**config.mk**
```make
export PLATFORM = sky130hd
export DESIGN_NAME = vpp_div_cell
export DESIGN_NICKNAME = d
export VERILOG_FILES = /design/src/rtl/vpp_pkg.sv /design/src/rtl/vpp_div_cell.sv
export SDC_FILE = /design/constraint.sdc
export NUM_CORES = 1
export LEC_CHECK = 0
export BUFFER_PORTS_ARGS = -buffer_cell sky130_fd_sc_hd__buf_2
export CAP_MARGIN = 30
export CORE_MARGIN = 3
export CORE_UTILIZATION = 50
export CTS_CLUSTER_DIAMETER = 30
export DETAILED_ROUTE_END_ITERATION = 10
export HOLD_SLACK_MARGIN = 0.02
export PLACE_DENSITY_LB_ADDON = 0.08
export SYNTH_ARGS = -nofsm -noshare
export SYNTH_HDL_FRONTEND = slang
export SYNTH_SLANG_ARGS = --single-unit
```
**constraint.sdc**
```tcl
create_clock -name clk -period 8.4 [get_ports clk]
set_input_delay 1.26 -clock clk [delete_from_list [all_inputs] [get_ports clk]]
set_output_delay 1.26 -clock clk [all_outputs]
set_load 0.01 [all_outputs]
```
**src/rtl/vpp_pkg.sv**
```systemverilog
// Types and constants shared by the vertex projection block.
package vpp_pkg;

	localparam int IMAGE_WIDTH_DEF  = 240;
	localparam int IMAGE_HEIGHT_DEF = 240;

	// Camera offset in Q4.12: y - 0.5 and z - 5.
	localparam int CAM_Y_OFF = 2048;
	localparam int CAM_Z_OFF = 20480;

	// Quotient bits cover 1.5 times the largest image size of 1024.
	localparam int QB = 11;
	// Scaled dividend and divisor widths.
	localparam int RW = 58;
	localparam int DW = 45;

	localparam int IDXW = 3;
	localparam logic [IDXW-1:0] REG_ROT_COS    = 3'd0;
	localparam logic [IDXW-1:0] REG_ROT_SIN    = 3'd1;
	localparam logic [IDXW-1:0] REG_TRANS_X    = 3'd2;
	localparam logic [IDXW-1:0] REG_TRANS_Y    = 3'd3;
	localparam logic [IDXW-1:0] REG_TRANS_Z    = 3'd4;
	localparam logic [IDXW-1:0] REG_PROJ_SCALE = 3'd5;

	localparam logic [15:0] ROT_COS_RST    = 16'h4000;
	localparam logic [15:0] ROT_SIN_RST    = 16'h0000;
	localparam logic [15:0] TRANS_X_RST    = 16'h0000;
	localparam logic [15:0] TRANS_Y_RST    = 16'hE800;
	localparam logic [15:0] TRANS_Z_RST    = 16'h0800;
	localparam logic [15:0] PROJ_SCALE_RST = 16'h1000;

	typedef struct packed {
		logic signed [15:0] vertex_x;
		logic signed [15:0] vertex_y;
		logic signed [15:0] vertex_z;
	} vertex_t;

	typedef struct packed {
		logic [9:0] pixel_x;
		logic [9:0] pixel_y;
		logic       visible;
	} pixel_t;

	typedef struct packed {
		logic signed [15:0] rot_cos;
		logic signed [15:0] rot_sin;
		logic signed [15:0] trans_x;
		logic signed [15:0] trans_y;
		logic signed [15:0] trans_z;
		logic [15:0]        proj_scale;
	} cfg_t;

	// Word travelling along the divider chain.
	typedef struct packed {
		logic [RW-1:0] rem_x;
		logic [RW-1:0] rem_y;
		logic [DW-1:0] divisor;
		logic [QB-1:0] quo_x;
		logic [QB-1:0] quo_y;
		logic          visible;
		logic          neg_x;
		logic          neg_y;
	} cell_t;

endpackage

```
**src/rtl/vpp_div_cell.sv**
```systemverilog
// One restoring-division cell: settles one quotient bit of both pixel coordinates.
module vpp_div_cell #(
	parameter int BIT = 0
) (
	input  logic           clk,
	input  logic           arst_n,
	input  logic           in_valid,
	input  vpp_pkg::cell_t in_cell,
	input  logic           dn_adv,
	output logic           adv,
	output logic           out_valid,
	output vpp_pkg::cell_t out_cell
);

	logic           v_q;
	logic [vpp_pkg::RW-1:0] shifted;
	vpp_pkg::cell_t nxt;

	assign adv     = !v_q || dn_adv;
	assign shifted = vpp_pkg::RW'(in_cell.divisor) << BIT;

	always_comb begin
		nxt = in_cell;
		if (in_cell.rem_x >= shifted) begin
			nxt.rem_x      = in_cell.rem_x - shifted;
			nxt.quo_x[BIT] = 1'b1;
		end
		if (in_cell.rem_y >= shifted) begin
			nxt.rem_y      = in_cell.rem_y - shifted;
			nxt.quo_y[BIT] = 1'b1;
		end
	end

	always_ff @(posedge clk or negedge arst_n) begin
		if (!arst_n) begin
			v_q <= 1'b0;
		end else if (adv) begin
			v_q <= in_valid;
		end
	end

	always_ff @(posedge clk) begin
		if (adv) out_cell <= nxt;
	end

	assign out_valid = v_q;

endmodule

```
==> results_dict.tcl <==
set metrics [dict create \
    power_density_nw_per_um2 185 \
    place_hpwl_um 33900 \
    synthAdderAreaFrac 0.0898 \
    finClkSkew_ns 0.00724 \
    dieArea_sq_um 27900 \
    wl_um 41900 \
    die_y_um 167 \
    max_freq_mhz 205 \
    root_buffer "clkbuf_16" \
    finalHoldViolCount 0 \
    synth_simple_gate_area_frac 0.152 \
    ff_latch_area_sq_um 5610 \
    worst_slew_pin_slew_ns 0.892 \
    worst-setup-path-type "input port to flip-flop" \
    maxCapViolCount 0 \
    yosysMostFrequentCell "edfxtp_1" \
    outcome "completed" \
    synth_warnings 0 \
    setup_tns_ns 0 \
    setup_viol 0 \
    cts_resized 0 \
    clkSinkCount 187 \
    required_ns 8.58 \
    p_sw_frac 0.329 \
    synthFlopType "edfxtp_1" \
    worst_setup_path_end_kind "flip-flop" \
    syn_area_per_cell_sq_um 9.95 \
    routed_via_density 5.86 \
    peakVddDrop_v 0.000141 \
    synth_edf_count 186 \
    path_clk_slew_ns 0.08 \
    synthDistinctLibCells 82 \
    fp-row-count 58 \
    hp-class "input port to async pin" \
    ios 378 \
    critPathMaxFanout 67 \
    synth-seq-area-share 0.432 \
    relSlewSlack 0.405 \
    cts_tree "built" \
    post-cts-setup-buffers 0 \
    htreeDepth 4 \
    syn_inst 1305 \
    period_share 0.580 \
    synth_top_family_by_area "compound AO/OA/AOI/OAI gates" \
    layout-drive-gt1-share 0.294 \
    vias 11700 \
    overflow 0 \
    ant_nets 0 \
    p_seq_frac 0.419 \
    grt_max_degree 68 \
    cts_made_buffers 17 \
    ys_top_cells_by_area "edfxtp_1 (43%), ha_1 (8.7%), a21oi_1 (4.7%), xnor2_1 (4.4%), nand2_1 (3.4%)" \
    cellLeakagePower_nw 6.80 \
    num-nets-final 1937 \
    netlist_top_cells_count "edfxtp_1 (186), a21oi_1 (122), nand2_1 (117)" \
    areaGrowthSynthToFinish_pct 20.8 \
    fillCellCount 2243 \
    final_max_slew_viol_count 0 \
    place_congestion 0.926 \
    finish.utilization 0.620 \
    syn_area_sq_um 13000 \
    period_needed_ns 4.87 \
    critPathArrivalTime_ns 5.05 \
    clk_latency_ns 0.43 \
    async_reset_ff_frac 0.00535 \
    combPwrFrac 0.294 \
    clockBufferDepth 2 \
    rsz0062_at_grt "false" \
    initial_core_util 0.513 \
    die_w_um 167 \
    synth-seq-cells 187 \
    first_iter_violations 994 \
    coreArea_sq_um 25300 \
    synthMuxAreaShare 0.0137 \
    dr.pass1.iters 7 \
    clkPwrFrac 0.287 \
    synth.largest_area_cell "edfxtp_1" \
    syn-num-nets 1587 \
    antenna_found_initial 8 \
    hold_buffers 0 \
    synth_xor_area_frac 0.0735 \
    synth_compound_area_frac 0.199 \
    drc_errors 0 \
    grt_pass1_vias 11300 \
    worst_hold_slack_ns 0.592 \
    critPathLaunchType "input port" \
    grt_first_pass_wirelength_um 63600 \
    p_int_mw 1.95 \
    p_switching_uw 953 \
    multiInputGateArea_sq_um 6870 \
    synth_top_area_share 0.430 \
    grt_use_total 0.289 \
    wire_per_inst_um 20.9 \
    port_buffers 377 \
]
==> critical path, stage by stage <==
cell and delay (ns):
buf_2 0.09, inv_1 0.08, ha_1 0.43, nand4_1 0.21
or4_1 0.60, o31ai_1 0.61, a21oi_1 0.16, o21ai_4 0.24
buf_4 0.65, and2_1 0.34, nor4b_2 0.26, xor2_1 0.10
==> stage by stage <==
step	cells	instance area (sq um)	total power, mW	worst slack (ns)
floorplan	1305	13000	1.77	1.33
global placement	1965	15100	2.07	3.20
detailed placement	1966	15100	2.08	3.12
CTS	1998	15700	2.91	3.60
global route	2001	15700	3.03	3.27
finish	2001	15700	2.90	3.53
==> power groups by stage <==
stage | logic (mW) | clock network, mW | registers (mW)
global route | 0.927 | 0.878 | 1.23
floorplan | 0.455 | 0 | 1.31
finish | 0.854 | 0.831 | 1.21
detailed placement | 0.844 | 0 | 1.24
CTS | 0.848 | 0.842 | 1.22
global placement | 0.841 | 0 | 1.23
==> layout by cell type, fill, tap and decap left out, types with 4 or more instances in the layout <==
master,instances
edfxtp_1,186
o21ai_2,40
o31ai_1,6
nor2b_1,11
o21ai_1,5
o21a_1,13
inv_1,67
a221oi_1,4
o211ai_1,7
nand2_1,117
xnor2_1,65
a21o_1,54
inv_8,5
a31oi_1,14
nor2_1,100
nand4b_1,6
ha_1,90
or4_1,6
mux2_2,12
o21bai_1,19
nand3b_1,7
a211oi_1,7
nor4_1,10
buf_2,377
nor3_1,24
and2_1,4
or2_2,4
a21oi_1,122
a211o_1,4
and3_1,10
nand3_1,16
nand2b_1,11
or3_1,7
xor2_1,44
clkbuf_16,17
a21boi_0,5
nand4_1,42
buf_4,6
o21ai_0,51
==> cell type report <==
type,count,area share
Multi-Input combinational cell,998,0.438
Sequential cell,187,0.357
Timing Repair Buffer,384,0.125
Clock buffer,18,0.0273
Tap cell,330,0.0263
Inverter,67,0.0160
Clock inverter,14,0.0100
Antenna cell,3,0.000478
==> cell families after synthesis <==
logic type | after synthesis
AO/OA/AOI/OAI | 387
flip-flops | 187
adder cells (fa/ha/maj) | 92
buffers and inverters | 120
multiplexers | 16
XOR/XNOR | 109
AND/OR/NAND/NOR | 394
==> path summary, 6_finish.rpt <==
path / slack, ns / start / to / depth (start not counted)
worst max-delay path: 3.53 / in_cell[33] / out_cell[125] / 12
worst min-delay path: 0.59 / arst_n / out_valid / 1
worst max register to register: 5.92 / out_valid / out_cell[62] / 3
worst min register to register: 0.98 / out_valid / out_cell[150] / 1
max in group asynchronous: 7.72 / arst_n / out_valid / 1
min in group clk: 0.98 / out_valid / out_cell[150] / 1
==> flip-flops by register name (all words and copies together) (netlist names) <==
name,cells
out_cell,186
out_valid,1
==> metal layers <==
layer | global-route usage | routed length, um | vias to the layer above
met5 | 0 | 64 | -
met4 | 0.0818 | 1020 | 10
met3 | 0.0529 | 3150 | 65
met2 | 0.479 | 19600 | 498
met1 | 0.391 | 18100 | 5578
li1 | - | - | 5575
Power figures use the tool's default switching activity.
